--- config.mk ---
export PLATFORM = sky130hd
export DESIGN_NAME = half_rgba_to_unorm8_core
export DESIGN_NICKNAME = d
export VERILOG_FILES = /design/src/rtl/h2u_pkg.sv /design/src/rtl/h2u_lane.sv /design/src/rtl/half_rgba_to_unorm8_core.sv
export SDC_FILE = /design/constraint.sdc
export NUM_CORES = 1
export LEC_CHECK = 0
export BUFFER_PORTS_ARGS = -buffer_cell sky130_fd_sc_hd__buf_2
export CORE_MARGIN = 5
export CORE_UTILIZATION = 43
export DETAILED_ROUTE_END_ITERATION = 10
export SYNTH_ARGS = -nofsm -noshare
export SYNTH_HDL_FRONTEND = slang
export SYNTH_SLANG_ARGS = --single-unit
--- constraint.sdc ---
create_clock -name clk -period 6 [get_ports clk]
set_input_delay 1.2 -clock clk [delete_from_list [all_inputs] [get_ports clk]]
set_output_delay 1.2 -clock clk [all_outputs]
set_load 0.01 [all_outputs]
--- src/rtl/h2u_pkg.sv ---
// Shared pixel types and constants for the half-float to unorm8 converter.
`default_nettype none

package h2u_pkg;

  localparam int unsigned HALF_W  = 16;
  localparam int unsigned BYTE_W  = 8;
  localparam int unsigned EXP_W   = 5;
  localparam int unsigned MANT_W  = 10;
  // Widths of the scaled significand and of the value after the rounding bias.
  localparam int unsigned PROD_W  = 19;
  localparam int unsigned SUM_W   = 24;
  localparam int unsigned QUOT_W  = 13;

  localparam logic [EXP_W-1:0]  HALF_EXP_ALL_ONES = 5'h1F;
  localparam logic [EXP_W-1:0]  HALF_EXP_ONE      = 5'd15;
  localparam logic [EXP_W-1:0]  HALF_EXP_ZERO     = 5'd0;
  localparam logic [EXP_W-1:0]  SHIFT_BASE        = 5'd25;
  localparam logic [BYTE_W-1:0] UNORM8_MAX        = 8'd255;

  typedef struct packed {
    logic [HALF_W-1:0] red_half;
    logic [HALF_W-1:0] green_half;
    logic [HALF_W-1:0] blue_half;
    logic [HALF_W-1:0] alpha_half;
  } h2u_in_t;

  typedef struct packed {
    logic [BYTE_W-1:0] red_byte;
    logic [BYTE_W-1:0] green_byte;
    logic [BYTE_W-1:0] blue_byte;
    logic [BYTE_W-1:0] alpha_byte;
  } h2u_out_t;

  // Load enables of the three pipeline stages.
  typedef struct packed {
    logic s1;
    logic s2;
    logic s3;
  } h2u_adv_t;

endpackage

`default_nettype wire

--- src/rtl/h2u_lane.sv ---
// Three-stage datapath that converts one binary16 channel to an 8-bit unorm value.
`default_nettype none

module h2u_lane (
  input  wire logic                          clk,
  input  wire h2u_pkg::h2u_adv_t             adv,
  input  wire logic [h2u_pkg::HALF_W-1:0]    half_i,
  output logic      [h2u_pkg::BYTE_W-1:0]    byte_o
);
  import h2u_pkg::*;

  typedef enum logic [1:0] {
    CLS_NORM,
    CLS_ZERO,
    CLS_SAT
  } cls_t;

  logic              sign_w;
  logic [EXP_W-1:0]  ex_w;
  logic [MANT_W-1:0] mant_w;
  logic              nan_w;
  logic [10:0]       sig_w;
  cls_t              cls_nxt;
  logic [PROD_W-1:0] prod_nxt;
  logic [EXP_W-1:0]  shift_nxt;

  cls_t              cls1_r;
  logic [PROD_W-1:0] prod_r;
  logic [EXP_W-1:0]  shift_r;

  logic [SUM_W-1:0]  bias_w;
  logic [SUM_W-1:0]  sum_w;
  logic [SUM_W-1:0]  shifted_w;
  logic [QUOT_W-1:0] quot_nxt;

  cls_t              cls2_r;
  logic [QUOT_W-1:0] quot_r;

  logic [BYTE_W-1:0] byte_nxt;
  logic [BYTE_W-1:0] byte_r;

  // Stage 1: classify the code and scale the significand by 255.
  always_comb begin
    sign_w = half_i[HALF_W-1];
    ex_w   = half_i[HALF_W-2:MANT_W];
    mant_w = half_i[MANT_W-1:0];
    nan_w  = (ex_w == HALF_EXP_ALL_ONES) && (mant_w != '0);
    sig_w  = {1'b1, mant_w};
    if (sign_w || nan_w || (ex_w == HALF_EXP_ZERO)) begin
      cls_nxt = CLS_ZERO;
    end else if (ex_w >= HALF_EXP_ONE) begin
      cls_nxt = CLS_SAT;
    end else begin
      cls_nxt = CLS_NORM;
    end
    // x * 255 as x * 256 - x.
    prod_nxt  = {sig_w, 8'b0} - PROD_W'(sig_w);
    shift_nxt = SHIFT_BASE - ex_w;
  end

  always_ff @(posedge clk) begin
    if (adv.s1) begin
      cls1_r  <= cls_nxt;
      prod_r  <= prod_nxt;
      shift_r <= shift_nxt;
    end
  end

  // Stage 2: add half an output LSB and drop the fraction bits.
  always_comb begin
    bias_w    = SUM_W'(1) << (shift_r - EXP_W'(1));
    sum_w     = SUM_W'(prod_r) + bias_w;
    shifted_w = sum_w >> shift_r;
    quot_nxt  = shifted_w[QUOT_W-1:0];
  end

  always_ff @(posedge clk) begin
    if (adv.s2) begin
      cls2_r <= cls1_r;
      quot_r <= quot_nxt;
    end
  end

  // Stage 3: apply the special cases and clamp to the byte range.
  always_comb begin
    case (cls2_r)
      CLS_ZERO: byte_nxt = '0;
      CLS_SAT:  byte_nxt = UNORM8_MAX;
      CLS_NORM: begin
        if (quot_r > QUOT_W'(UNORM8_MAX)) begin
          byte_nxt = UNORM8_MAX;
        end else begin
          byte_nxt = quot_r[BYTE_W-1:0];
        end
      end
      default:  byte_nxt = '0;
    endcase
  end

  always_ff @(posedge clk) begin
    if (adv.s3) begin
      byte_r <= byte_nxt;
    end
  end

  assign byte_o = byte_r;

endmodule

`default_nettype wire

--- src/rtl/half_rgba_to_unorm8_core.sv ---
// Top level: four-channel binary16 to unorm8 pixel converter with a three-stage pipeline.
// An accepted input transaction moves through stages 1, 2 and 3 to out_valid.
// Throughput is one pixel per cycle while out_stall is low; each of the three stages holds one pixel.
// A stage loads whenever it is empty or the stage after it moves, so bubbles close up.
// rst_n is synchronous and active low; it empties all stages, and payload is not reset.
`default_nettype none

module half_rgba_to_unorm8_core (
  input  wire logic              clk,
  input  wire logic              rst_n,
  input  wire logic              in_valid,
  output logic                   in_stall,
  input  wire h2u_pkg::h2u_in_t  in_data,
  output logic                   out_valid,
  input  wire logic              out_stall,
  output h2u_pkg::h2u_out_t      out_data
);
  import h2u_pkg::*;

  logic     v1_r, v2_r, v3_r;
  logic     v1_nxt, v2_nxt, v3_nxt;
  logic     rdy1, rdy2, rdy3;
  h2u_adv_t adv;

  assign rdy3 = !v3_r || !out_stall;
  assign rdy2 = !v2_r || rdy3;
  assign rdy1 = !v1_r || rdy2;

  assign adv.s1 = rdy1;
  assign adv.s2 = rdy2;
  assign adv.s3 = rdy3;

  assign v1_nxt = rdy1 ? in_valid : v1_r;
  assign v2_nxt = rdy2 ? v1_r : v2_r;
  assign v3_nxt = rdy3 ? v2_r : v3_r;

  always_ff @(posedge clk) begin
    if (!rst_n) begin
      v1_r <= 1'b0;
      v2_r <= 1'b0;
      v3_r <= 1'b0;
    end else begin
      v1_r <= v1_nxt;
      v2_r <= v2_nxt;
      v3_r <= v3_nxt;
    end
  end

  assign in_stall  = !rdy1;
  assign out_valid = v3_r;

  h2u_lane u_red (
    .clk    (clk),
    .adv    (adv),
    .half_i (in_data.red_half),
    .byte_o (out_data.red_byte)
  );

  h2u_lane u_green (
    .clk    (clk),
    .adv    (adv),
    .half_i (in_data.green_half),
    .byte_o (out_data.green_byte)
  );

  h2u_lane u_blue (
    .clk    (clk),
    .adv    (adv),
    .half_i (in_data.blue_half),
    .byte_o (out_data.blue_byte)
  );

  h2u_lane u_alpha (
    .clk    (clk),
    .adv    (adv),
    .half_i (in_data.alpha_half),
    .byte_o (out_data.alpha_byte)
  );

  // An accepted transaction occupies the first stage in the next cycle.
  a_accept_fills_s1: assert property (@(posedge clk) disable iff (!rst_n)
    in_valid && !in_stall |=> v1_r)
    else $error("accepted transaction did not enter stage 1");

  // A pixel in stage 1 that may advance reaches stage 2.
  a_s1_moves: assert property (@(posedge clk) disable iff (!rst_n)
    v1_r && rdy2 |=> v2_r)
    else $error("stage 1 pixel lost on advance");

  // A pixel in stage 2 that may advance becomes the output.
  a_s2_moves: assert property (@(posedge clk) disable iff (!rst_n)
    v2_r && rdy3 |=> out_valid)
    else $error("stage 2 pixel lost on advance");

  // Input is only held off while the whole pipeline is full and out_stall is high.
  a_stall_full: assert property (@(posedge clk) disable iff (!rst_n)
    in_stall |-> v1_r && v2_r && v3_r && out_stall)
    else $error("input stalled with room in the pipeline");

endmodule

`default_nettype wire

# [Word-level counts from Yosys, hierarchy flattened]
# Cells that the tools add are included.
[word_totals] reg_bits=199 inputBits=68 output_inout_bits=34 elab_cells=111
[op_classes] n_addsub=16 order_cmp=8 n_eq_ne=8 n_shift=8 n_mux=12 n_reduce_logical=32
[op_table] op="$add 19x24->24" n=4
[op_table] op="$shl 1x5->24 const A" n=4
[op_table] op="$shr 24x5->13" n=4
[op_table] op="$sub 19x11->19" n=4
[op_table] op="$pmux 8 s2" n=4
[op_table] op="$gt 13x8->1 const B" n=4
[op_table] op="$reduce_bool 10->1" n=4
[op_table] op="$mux 8" n=4
[op_table] op="$eq 5x5->1 const B" n=4
[op_table] op="$ge 5x4->1 const B" n=4
[op_table] op="$logic_not 5->1" n=4
[op_table] op="$sub 5x1->5 const B" n=4
[op_table] op="$sub 5x5->5 const A" n=4
[op_table] op="$logic_or 1x1->1" n=11
[op_table] op="$eq 2x2->1 const B" n=4
[op_table] op="$logic_not 2->1" n=4
[op_table] op="$mux 2" n=4
[op_table] op="$logic_not 1->1" n=5
[op_table] op="$logic_and 1x1->1" n=4

# [Logic depth before layout (Yosys ltp)]
# Gate-level depths: netlist (run 1).
[depth] word_depth=5 mapped_depth=15

# [Cells and area by module]
# From an unflattened synthesis (run 1), not the netlist that was laid out.
[hier_totals] cells_unflattened=1857 area_unflattened_um2=16936.2
[by_module_without_submodules] mod="h2u_lane (u_blue ...)" instances=2 cells_per_inst=449 area_per_inst_um2=4126.5 seq_area_each_um2=1471.4
[by_module_without_submodules] mod="h2u_lane (u_alpha)" instances=1 cells_per_inst=485 area_per_inst_um2=4376.7 seq_area_each_um2=1471.4
[by_module_without_submodules] mod="h2u_lane (u_red)" instances=1 cells_per_inst=462 area_per_inst_um2=4192.8 seq_area_each_um2=1471.4
[by_module_without_submodules] mod="half_rgba_to_unorm8_core" instances=1 cells_per_inst=12 area_per_inst_um2=113.9 seq_area_each_um2=60.1

# [Worst setup path after synthesis (run 1)]
# OpenSTA, ideal clock, no wires.
[synth_timing] path_kind="input -> output" startpoint="input port out_stall" endpoint="output port in_stall" arrival_ps=3954 required_ps=4800 path_slack_ps=846 cell_stages=3 cell_sequence="and3_1 -> nand2_1 -> inv_1"
[synth_between] elab_chain_cells=5
[synth_rtl] item="start: declaration" line="half_rgba_to_unorm8_core.sv:15" source="input wire logic out_stall,"
[synth_rtl] item="$logic_not 1->1" line="half_rgba_to_unorm8_core.sv:25" source="assign rdy3 = !v3_r || !out_stall;"
[synth_rtl] item="$logic_or 1x1->1" line="half_rgba_to_unorm8_core.sv:25"
[synth_rtl] item="$logic_or 1x1->1" line="half_rgba_to_unorm8_core.sv:26" source="assign rdy2 = !v2_r || rdy3;"
[synth_rtl] item="$logic_or 1x1->1" line="half_rgba_to_unorm8_core.sv:27" source="assign rdy1 = !v1_r || rdy2;"
[synth_rtl] item="$logic_not 1->1" line="half_rgba_to_unorm8_core.sv:49" source="assign in_stall = !rdy1;"
[synth_rtl] item="end: declaration" line="half_rgba_to_unorm8_core.sv:12" source="output logic in_stall,"
# No other way between the ends.

# [Final worst setup path (run 1)]
[layout_timing] startpoint="register u_blue.shift_r[1]" endpoint="register u_blue.quot_r[4], data pin"
[layout_between] elab_chain_cells=4
[layout_rtl] item="start: declaration" line="h2u_lane.sv:29" source="logic [EXP_W-1:0] shift_r;"
[layout_rtl] item="start signal: assignment" line="h2u_lane.sv:65" source="shift_r <= shift_nxt;"
[layout_rtl] item="$sub 5x1->5" line="h2u_lane.sv:71" source="bias_w = SUM_W'(1) << (shift_r - EXP_W'(1));"
[layout_rtl] item="$shl 1x5->24" line="h2u_lane.sv:71"
[layout_rtl] item="$add 19x24->24" line="h2u_lane.sv:72" source="sum_w = SUM_W'(prod_r) + bias_w;"
[layout_rtl] item="$shr 24x5->13 *" line="h2u_lane.sv:73" source="shifted_w = sum_w >> shift_r;"
[layout_rtl] item="via u_blue.shifted_w[4]" line="h2u_lane.sv:33" source="logic [SUM_W-1:0] shifted_w;"
[layout_rtl] item="end signal: assignment" line="h2u_lane.sv:80" source="quot_r <= quot_nxt;"
[layout_rtl] item="end: declaration" line="h2u_lane.sv:37" source="logic [QUOT_W-1:0] quot_r;"
# Mark *: on every way through the listed nets, which the timed path passes. The rest lies on a longest branch.
# A chain may end at the register's enable or synchronous reset.

==> flow_summary_export.csv, run 1 <==
group,metric,value,unit
logic_synthesis,synth.mux.area_fraction,5.851,%
min_path,hold_path.class,"reg2reg",
cts,postCtsSetupBuffers,0,
cts,root_buffer,"clkbuf_16",
route,via_per_inst,5.819,
sta,finalSetupViolCount,0,
flow_run,max_cap_violations,0,
global_routing,grtUsageTotal,19.98,%
cts,cts_num_sinks,199,
cells_and_area,n_antenna_cell,0,
sta,fin_worst_skew,0.009951,ns
setup_path,cp_slowest_cell,"edfxtp_1",
cts,h-tree-depth,4,
floorplan,dieWidth,203.9,um
outcome,status,"complete, no violations",
logic_synthesis,synth_top_family_by_area,"compound AO/OA/AOI/OAI gates",
global_routing,grt_overflow,0,
logic_synthesis,synth-seq-cells,199,
sta,drv_slew,0,
route,wl_per_cell,18.09,um
setup_path,path_cells,"inv_1 -> nand2_1 -> nor2_1 -> ha_1 -> fa_1 -> a211oi_1 -> o21bai_1 -> a221oi_2 -> o21a_1 -> mux2_2 -> nor3b_1 -> o21ba_2 -> mux2i_1 -> a211oi_1",
setup_path,cp.required,6.28,ns
place,dp_cells,2317,
cells_and_area,layout.cells.non_filler,2349,
global_routing,antenna_found_initial,0,
cells_and_area,most-common-layout-cells,"nor2_1, edfxtp_1, nand2_1",
logic_synthesis,netlist_area,16170,um2
sta,slew_headroom,41.02,%
logic_synthesis,synthAdderAreaFrac,7.925,%
cts,cts_resized,0,
place,place_congestion,0.9691,
power,fin_total_pwr,4.159,mW
setup_path,crit_path_end_kind,"flop",
logic_synthesis,synthSimpleGateAreaFrac,17.49,%
global_routing,grt_pass1_wl,67.85,mm
sta,hold_violations,0,
logic_synthesis,synth_edf_count,196,
logic_synthesis,synth_top_flop_cell,"edfxtp_1",
floorplan,dieArea,41580,um2
sta,fmax,0.2116,GHz
place,numPortBuffers,101,
floorplan,core_area,37400,um2
route,routed_wl,42.51,mm
logic_synthesis,syn_area_per_cell,9.160,um2
cells_and_area,area_delta_synth_final,9.736,%
setup_path,slowest_delay,0.85,ns
cts,cts_tree,"done",
logic_synthesis,synth_xor_area_share,6.973,%
route,dr_total_vias,13668,
sta,worst_pin_slew,0.8846,ns
cts,hold_buffers,0,
cts,path_clk_slew,0.08,ns
power,ir_drop,0.1862,mV
logic_synthesis,yosysWarningCount,0,
floorplan,start_util,43.23,%
floorplan,die_h,203.9,um
logic_synthesis,synth_compound_area_share,21.60,%
route,route.detailed.drc,0,
power,p_leak,7.362,nW
place,dp_hpwl,32.74,mm
global_routing,grt_max_degree,61,
global_routing,grt_pass1_vias,13018,
floorplan,rows,71,
logic_synthesis,syn-num-nets,1933,
power,powerDensity,234.4,nW/um2
cts,cts.path.max_buffers,2,
route,drtIter0Drc,1050,
cells_and_area,drive_gt1_share,11.92,%
cells_and_area,final_util,47.44,%
setup_path,worstSetupPathType,"reg2reg",
setup_path,cp_max_fo,20,
place,pre_cts_ws,1.404,ns
setup_path,worstPathArrival,5.00,ns
sta,min_period,4.727,ns
route,final_antenna_net_count,0,
setup_path,crit_top_cell,"a211oi_1",
setup_path,cp-start-kind,"flop",
cts,numCtsBuffers,17,
logic_synthesis,ys_seq_area_share,36.78,%
cells_and_area,final_common_cell,"nor2_1",
sta,finalSetupTns,0,ns
cts,clock_latency,0.45,ns
floorplan,num_io_pins,102,
logic_synthesis,async_reset_ff_share,0,%
sta,setup_slack,1.273,ns
logic_synthesis,syn_inst,1765,
sta,grt_setup_unrepaired,"false",
route,drt-pass1-iter-count,5,
logic_synthesis,synthDistinctLibCells,96,
cells_and_area,nNetsFinal,1993,
sta,period_share,78.78,%
final timing paths:
path / end / startpoint / cells after the start / slack (ns)
worst max register to register: u_blue.quot_r[4] / u_blue.shift_r[1] / 14 / 1.27
worst min-delay path: u_alpha.cls2_r[1] / u_alpha.cls1_r[1] / 0 / 0.42
worst min register to register: u_alpha.cls2_r[1] / u_alpha.cls1_r[1] / 0 / 0.42
worst max-delay path: u_blue.quot_r[4] / u_blue.shift_r[1] / 14 / 1.27
synth_stat cells, types with 6 or more instances:
library cell  instances  area share, %
a2111oi_0             8           0.43
a211o_1              16           0.87
a211oi_1             50            2.3
a21o_1               37            1.7
a21oi_1             106            3.3
a221o_1               6           0.37
a221oi_1              6           0.33
a31oi_1              21           0.81
a32oi_1               6           0.33
and2_1               15           0.58
and3_1               18           0.70
buf_1                13           0.30
clkbuf_1             60            1.4
edfxtp_1            196             36
ha_1                 96            7.4
inv_1                61            1.4
mux2_2               19            1.3
mux2i_1              42            2.6
mux4_2               10            1.4
nand2_1             162            3.8
nand2b_1             12           0.46
nand3_1              30           0.93
nand4_1              13           0.50
nor2_1              255            5.9
nor2b_1              14           0.54
nor3_1               53            1.6
nor3b_1               7           0.33
nor4_1               12           0.46
o211ai_1             18           0.84
o21a_1               20           0.93
o21ai_0              71            2.2
o21bai_1             10           0.46
o221ai_1              9           0.49
o22ai_1              19           0.74
o31ai_1               9           0.42
o32ai_1               7           0.38
or2_2                 9           0.35
or3_1                14           0.54
xnor2_1              70            3.8
xor2_1               55            3.0
state kept, by name (all words and copies together), names as in the netlist, 5 cells and up:
name and cells:
u_alpha.prod_r 19, u_blue.prod_r 19, u_green.prod_r 19, u_red.prod_r 19, u_alpha.quot_r 13, u_blue.quot_r 13, u_green.quot_r 13, u_red.quot_r 13
u_alpha.byte_o 8, u_blue.byte_o 8, u_green.byte_o 8, u_red.byte_o 8, u_alpha.shift_r 5, u_blue.shift_r 5, u_green.shift_r 5, u_red.shift_r 5
report_power, final:
| group | leakage [nW] | total, mW | switching (mW) | internal [mW] |
|---|---|---|---|---|
| Clock | 0.282 | 1.17 | 0.548 | 0.618 |
| Sequential | 2.17 | 1.83 | 0.102 | 1.73 |
| Combinational | 4.91 | 1.16 | 0.703 | 0.462 |
| Total | 7.36 | 4.16 | 1.35 | 2.81 |
stage by stage:
step	area, um2	hold slack, ns
final	17740	0.4240
after global routing	17740	0.4327
after CTS	17740	0.4275
after detailed placement	17160	0.4109
after floorplan	16170	0.4003
after global placement	17160	0.4089
cell type report:
cell class,count,area (um2)
Sequential cell,199,5946
Multi-Input combinational cell,1422,9684
Tap cell,511,639.4
Clock inverter,14,153.9
Inverter,66,247.7
Fill cell,3551,19660
Timing Repair Buffer,119,640.6
Clock buffer,18,429.2
logic make-up (layout without fill, tap and decap cells):
kind of cell,after synthesis,count (layout)
AOI/OAI and AO/OA,492,492
xor gates and xnor gates,127,127
and+or+nand+nor,628,628
DFF,199,199
muxes,75,75
adders and majority gates,100,100
buffers and inverters,144,217
critical path: cells and delay by family, from the launching register on:
kind / cells / cell delay [ns]
flops: 1 / 0.85
simple gates: 3 / 0.79
buf+inv: 1 / 0.13
mux: 2 / 0.44
fa+ha+maj: 2 / 0.66
compound gates: 6 / 1.67
layer usage:
metal / vias to the layer above / track usage, % / share of wire (%)
met4: 0 / 6.191 / 2.4
met2: 387 / 34.62 / 49
met1: 6459 / 26.23 / 45
met5: - / 0 / 0
li1: 6745 / - / -
met3: 77 / 2.412 / 4.0
(Power assumes the default switching activity.)
==> run 2, diff against run 1 <==
ABC_AREA = 1   (was unset)
clock period = 4.71 ns   (was 6 ns; I/O delays follow)
==> run 2 against run 1 <==
Cell area increased by 10%. Clock-buffer cell count unchanged. Synthesized area increased by 9.7%. Register-to-register slack got worse by 0.40 ns. Utilization increased by 0.43 points. Via count increased by 29%.
==> flow_summary_export.csv, run 2 <==
group,metric,value,unit
cells_and_area,area_delta_synth_final,10.17,%
setup_path,cp.required,4.93,ns
floorplan,dieArea,45420,um2
power,ir_drop,0.2049,mV
min_path,hold_path.class,"reg2reg",
cts,cts_tree,"done",
sta,fmax,0.2608,GHz
sta,hold_violations,0,
global_routing,grt_pass1_wl,86.07,mm
route,via_per_inst,5.411,
power,p_switching,1.833,mW
power,seq_power_share,42.3,%
sta,grt_setup_unrepaired,"false",
setup_path,cp-start-kind,"flop",
logic_synthesis,ys_seq_area_share,33.52,%
place,dp_hpwl,42.96,mm
power,p_sw_share,33.72,%
sta,finalSetupTns,0,ns
route,route.detailed.drc,0,
sta,period_share,81.40,%
floorplan,die_h,213.1,um
cts,numCtsBuffers,17,
global_routing,antenna_found_initial,0,
cells_and_area,final_common_cell,"nand2_1",
cts,clock_latency,0.48,ns
setup_path,worstPathArrival,4.05,ns
logic_synthesis,async_reset_ff_share,0,%
global_routing,grtUsageTotal,23.69,%
logic_synthesis,synth.most_common_cell,"nand2_1",
floorplan,core_area,40830,um2
logic_synthesis,syn_inst,2624,
cells_and_area,nNetsFinal,2881,
flow_run,max_cap_violations,0,
route,drtIter0Drc,1363,
logic_synthesis,synth_top_flop_cell,"edfxtp_1",
cells_and_area,n_fill_cell,4195,
cts,root_buffer,"clkbuf_16",
floorplan,start_util,43.45,%
sta,slew_headroom,32.70,%
route,dr_total_vias,17628,
logic_synthesis,synth-seq-cells,199,
logic_synthesis,netlist_area,17740,um2
floorplan,num_io_pins,102,
logic_synthesis,synthDistinctLibCells,53,
cts,path_clk_slew,0.07,ns
place,place_congestion,1.000,
route,wl_per_cell,16.35,um
cells_and_area,n_antenna_cell,0,
route,routed_wl,53.25,mm
logic_synthesis,syn_area_per_cell,6.760,um2
cts,hold_buffers,0,
logic_synthesis,synthTopCellsByArea,"edfxtp_1, nand2_1, nand3_1, inv_1, ha_1",
setup_path,cp_max_fo,21,
logic_synthesis,syn-num-nets,2792,
logic_synthesis,yosysWarningCount,0,
logic_synthesis,synth_edf_count,196,
floorplan,rows,74,
sta,worst_pin_slew,1.007,ns
power,pwr-share-clk,28.6,%
setup_path,worstSetupPathType,"reg2reg",
route,final_antenna_net_count,0,
cts,h-tree-depth,4,
route,drt-pass1-iter-count,7,
cells_and_area,most-common-layout-cells,"nand2_1, nand3_1, inv_1",
power,p_int,3.603,mW
power,p_leak,9.929,nW
global_routing,grt_overflow,0,
global_routing,grt_max_degree,62,
cts,cts.path.max_buffers,2,
setup_path,crit_path_end_kind,"flop",
logic_synthesis,synth_top_area_cell,"edfxtp_1",
sta,drv_slew,0,
logic_synthesis,synth_top_area_share,33.18,%
cells_and_area,drive_gt1_share,8.107,%
floorplan,dieWidth,213.1,um
sta,fin_worst_skew,0.01542,ns
outcome,status,"complete, no violations",
power,pwr-share-comb,29.0,%
sta,min_period,3.834,ns
cts,cts_resized,0,
place,numPortBuffers,101,
sta,finalSetupViolCount,0,
power,powerDensity,278.2,nW/um2
global_routing,grt_pass1_vias,17009,
power,fin_total_pwr,5.436,mW
cts,cts_num_sinks,199,
logic_synthesis,ys_top_cells_by_count,"nand2_1, nand3_1, inv_1",
cts,postCtsSetupBuffers,0,
[run 2: worst paths after layout]
| check | cells after the start | to | from | slack (ns) |
|---|---|---|---|---|
| setup / recovery | 19 | u_green.quot_r[2] | u_green.shift_r[0] | 0.88 |
| hold / removal | 0 | u_red.cls2_r[0] | u_red.cls1_r[0] | 0.43 |
| setup reg to reg | 19 | u_green.quot_r[2] | u_green.shift_r[0] | 0.88 |
| hold reg to reg | 0 | u_red.cls2_r[0] | u_red.cls1_r[0] | 0.43 |
[run 2: cells by family (layout without fill, tap and decap cells)]
family                   count (synthesis)  in the layout  synth area share, %
AO/OA/AOI/OAI                          186            186                5.875
XOR/XNOR                                67             67                3.308
adder cells (fa/ha/maj)                100            100                7.222
buffers and inverters                  430            532                9.289
flip-flops                             199            199                33.52
multiplexers                             1              1              0.05643
AND/OR/NAND/NOR                       1641           1641                40.73
[run 2: worst max-delay path, stage by stage (launching register included)]
cell and delay [ns]:
edfxtp_1 0.71, nor2_2 0.37, inv_1 0.12, nor3_2 0.21
or2_4 0.18, inv_1 0.07, nor3_1 0.15, ha_1 0.33
nand2_1 0.15, inv_1 0.06, a21oi_1 0.19, nand2_1 0.14
nand3_1 0.12, nand3_1 0.10, nand3_1 0.12, nand3_1 0.11
nand3_1 0.13, nand3_1 0.10, nand3_1 0.15, nand2_1 0.08
[run 2: cell type report]
type / count / area, um2 / share of cell area, %
clock buffers: 18 / 429.2 / 2.196
clock inverters: 14 / 196.4 / 1.005
inverters: 370 / 1398 / 7.151
multi-input cells: 1995 / 10160 / 51.99
flip-flops and latches: 199 / 5946 / 30.42
well taps: 532 / 665.6 / 3.406
repair buffers: 130 / 748.2 / 3.828
[run 2: metrics by stage]
step | area, um2 | std cells | hold WS, ns | setup WS (ns) | utilization (%)
finish | 19540 | 3258 | 0.4253 | 0.8759 | 47.86
global placement | 18920 | 3226 | 0.4039 | 0.9746 | 46.33
global route | 19540 | 3258 | 0.4305 | 0.5116 | 47.86
CTS | 19540 | 3258 | 0.4282 | 0.9336 | 47.86
floorplan | 17760 | 2624 | 0.4003 | 0.1442 | -
detailed placement | 18920 | 3226 | 0.4099 | 0.9539 | 46.33
[run 2: routing by layer]
metal  global-route usage (%)  wire length [um]  vias up
met1                    31.52             23790     8063
met4                    9.336              1781        0
met5                        0                 0        -
met3                    3.453              3149      107
li1                         -                 -     8864
met2                    39.04             24530      594
[run 2: power groups by stage]
| stage | Sequential, mW | Clock [mW] | Combinational [mW] |
|---|---|---|---|
| global route | 2.32 | 1.68 | 1.78 |
| CTS | 2.30 | 1.61 | 1.56 |
| detailed placement | 2.34 | 0 | 1.55 |
| global placement | 2.34 | 0 | 1.55 |
| floorplan | 2.31 | 0 | 1.09 |
| finish | 2.30 | 1.56 | 1.58 |
==> run 3, diff against run 2 <==
clock period = 3.4 ns   (was 4.71 ns; I/O delays follow)
==> run 3 against run 2 <==
Cell count rose by 4.3%. Combinational power increased by 59%. Total power is 44% higher. Clock-buffer cell count increased by 1. Die area unchanged. Highest routed layer unchanged. Register-to-register slack lost 0.78 ns. Maximum frequency is 16% higher. Largest power group unchanged. Critical path type unchanged. Critical path depth is the same. Via count rose by 3.2%.
==> flow_summary_export.csv, run 3 (same netlist as run 2, synthesis figures left out) <==
group,metric,value,unit
setup_path,crit_buf_inv,6,
global_routing,grt_overflow,0,
setup_path,slowest_delay,0.50,ns
route,dr_total_vias,18193,
cells_and_area,final_common_cell,"nand2_1",
min_path,hold_path.class,"in2reg",
sta,finalSetupViolCount,0,
setup_path,reg2reg_slack,0.10,ns
power,ir_drop,0.3119,mV
cts,hold_buffers,0,
sta,period_share,97.05,%
place,dp_hpwl,46.61,mm
floorplan,dieArea,45420,um2
cts,path_clk_slew,0.08,ns
place,place_congestion,0.9849,
setup_path,path_delay_family,"simple AND/OR/NAND/NOR gates",
cells_and_area,final_util,52.01,%
place,numPortBuffers,101,
route,drt-pass1-iter-count,7,
sta,min_period,3.300,ns
floorplan,die_h,213.1,um
route,drtIter0Drc,1333,
cells_and_area,n_fill_cell,4074,
power,p_leak,10.71,nW
route,wl_per_cell,17.00,um
setup_path,path_cells,"buf_4 -> buf_4 -> nor2_2 -> inv_1 -> buf_4 -> nor3_2 -> ha_1 -> buf_4 -> nand2_1 -> inv_1 -> nand2_1 -> nand2_2 -> a21oi_2 -> nand4_1 -> nand3_2 -> nand3_1 -> nand3_1 -> nand3_1 -> and2_1",
global_routing,grt_pass1_vias,17646,
floorplan,num_io_pins,102,
route,final_antenna_net_count,0,
setup_path,worstPathArrival,3.54,ns
route,via_per_inst,5.356,
setup_path,cp_max_fo,5,
cells_and_area,nNetsFinal,3019,
setup_path,cp_slowest_cell,"edfxtp_1",
global_routing,grt_max_degree,105,
sta,slew_headroom,38.49,%
floorplan,start_util,43.45,%
setup_path,crit_top_cell,"buf_4",
route,route.detailed.drc,0,
sta,fin_hold_ws,0.4107,ns
global_routing,grt_pass1_wl,91.77,mm
cts,root_buffer,"clkbuf_16",
flow_run,max_cap_violations,0,
outcome,status,"complete, no violations",
cts,cts.path.max_buffers,2,
cts,h-tree-depth,4,
cts,cts_num_sinks,199,
cells_and_area,drive_gt1_share,17.81,%
setup_path,cp-start-kind,"flop",
sta,hold_violations,0,
setup_path,cp.required,3.64,ns
sta,fmax,0.3030,GHz
setup_path,worstSetupPathType,"reg2reg",
power,powerDensity,367.9,nW/um2
cts,numCtsBuffers,17,
route,routed_wl,57.74,mm
global_routing,antenna_found_initial,1,
sta,fin_worst_skew,0.01213,ns
floorplan,rows,74,
sta,drv_slew,0,
cells_and_area,area_delta_synth_final,19.71,%
cts,clock_latency,0.49,ns
sta,grt_setup_unrepaired,"true",
setup_path,crit_path_end_kind,"flop",
floorplan,core_area,40830,um2
cells_and_area,most-common-layout-cells,"nand2_1, nand3_1, inv_1",
sta,worst_pin_slew,0.9206,ns
power,fin_total_pwr,7.812,mW
cts,cts_tree,"done",
floorplan,dieWidth,213.1,um
global_routing,grtUsageTotal,25.64,%
==> run 3: cell count changes in the layout (fill, tap and decap cells not counted), moves of 17 or more <==
cell / before / now
a21oi_1: 115 / 98
nor2_1: 235 / 206
nand3_2: 7 / 34
buf_4: 27 / 165
nand2_1: 755 / 721
nand3_1: 471 / 444
nand2_2: 6 / 39
==> run 3: power breakdown <==
part           leakage (nW)  switching [mW]  internal, mW
clock                 0.290            1.01          1.11
combinational          8.25            1.61         0.914
sequential             2.16           0.145          3.03
==> run 3: final cells by class <==
| type | count | area [um2] | area share [%] |
|---|---|---|---|
| tap | 532 | 665.6 | 3.135 |
| clock buffer | 19 | 432.9 | 2.039 |
| sequential | 199 | 5946 | 28.00 |
| multi-input combinational | 1995 | 10850 | 51.11 |
| timing repair buffer | 268 | 1775 | 8.361 |
| inverter | 370 | 1403 | 6.605 |
| clock inverter | 13 | 157.7 | 0.7424 |
| antenna | 1 | 2.502 | 0.01178 |
==> run 3: final timing paths <==
check / start / end / cells after the start
worst max-delay path: u_blue.shift_r[1] / u_blue.quot_r[11] / 19
worst min-delay path: in_valid / v1_r / 3
worst max register to register: u_blue.shift_r[1] / u_blue.quot_r[11] / 19
worst min register to register: u_blue.cls1_r[1] / u_blue.cls2_r[1] / 0
==> run 3: per-layer routing <==
| layer | vias up | wire length [um] | track usage, % | part of all wire [%] |
|---|---|---|---|---|
| met2 | 507 | 27650 | 43.56 | 48 |
| met1 | 8454 | 25920 | 33.76 | 45 |
| met3 | 89 | 2699 | 3.835 | 4.7 |
| met4 | 0 | 1468 | 8.166 | 2.5 |
| li1 | 9143 | - | - | - |
| met5 | - | 0 | 0 | 0 |
==> run 3: repair_timing <==
item	4_1_cts	5_1_grt
pin swaps	1	37
setup buffers	2	25
cloned	0	0
setup endpoints to repair	21	52
gates resized for setup	2	173
==> run 3: worst min-delay path, stage by stage <==
cell and delay [ns]:
buf_2 0.08, nor2_1 0.03, nor2_1 0.07
==> run 3: stage by stage <==
stage,worst slack [ns],cell area (um2),setup TNS (ns),std cells
2_1_floorplan,-0.7177,17780,-74.64,2624
3_3_place_gp,-0.02406,19760,-0.02684,3338
3_5_place_dp,-0.05034,19760,-0.3006,3338
4_1_cts,0.008036,20380,0,3372
5_1_grt,-0.07318,21230,-0.6711,3396
6_report,0.1002,21240,0,3397
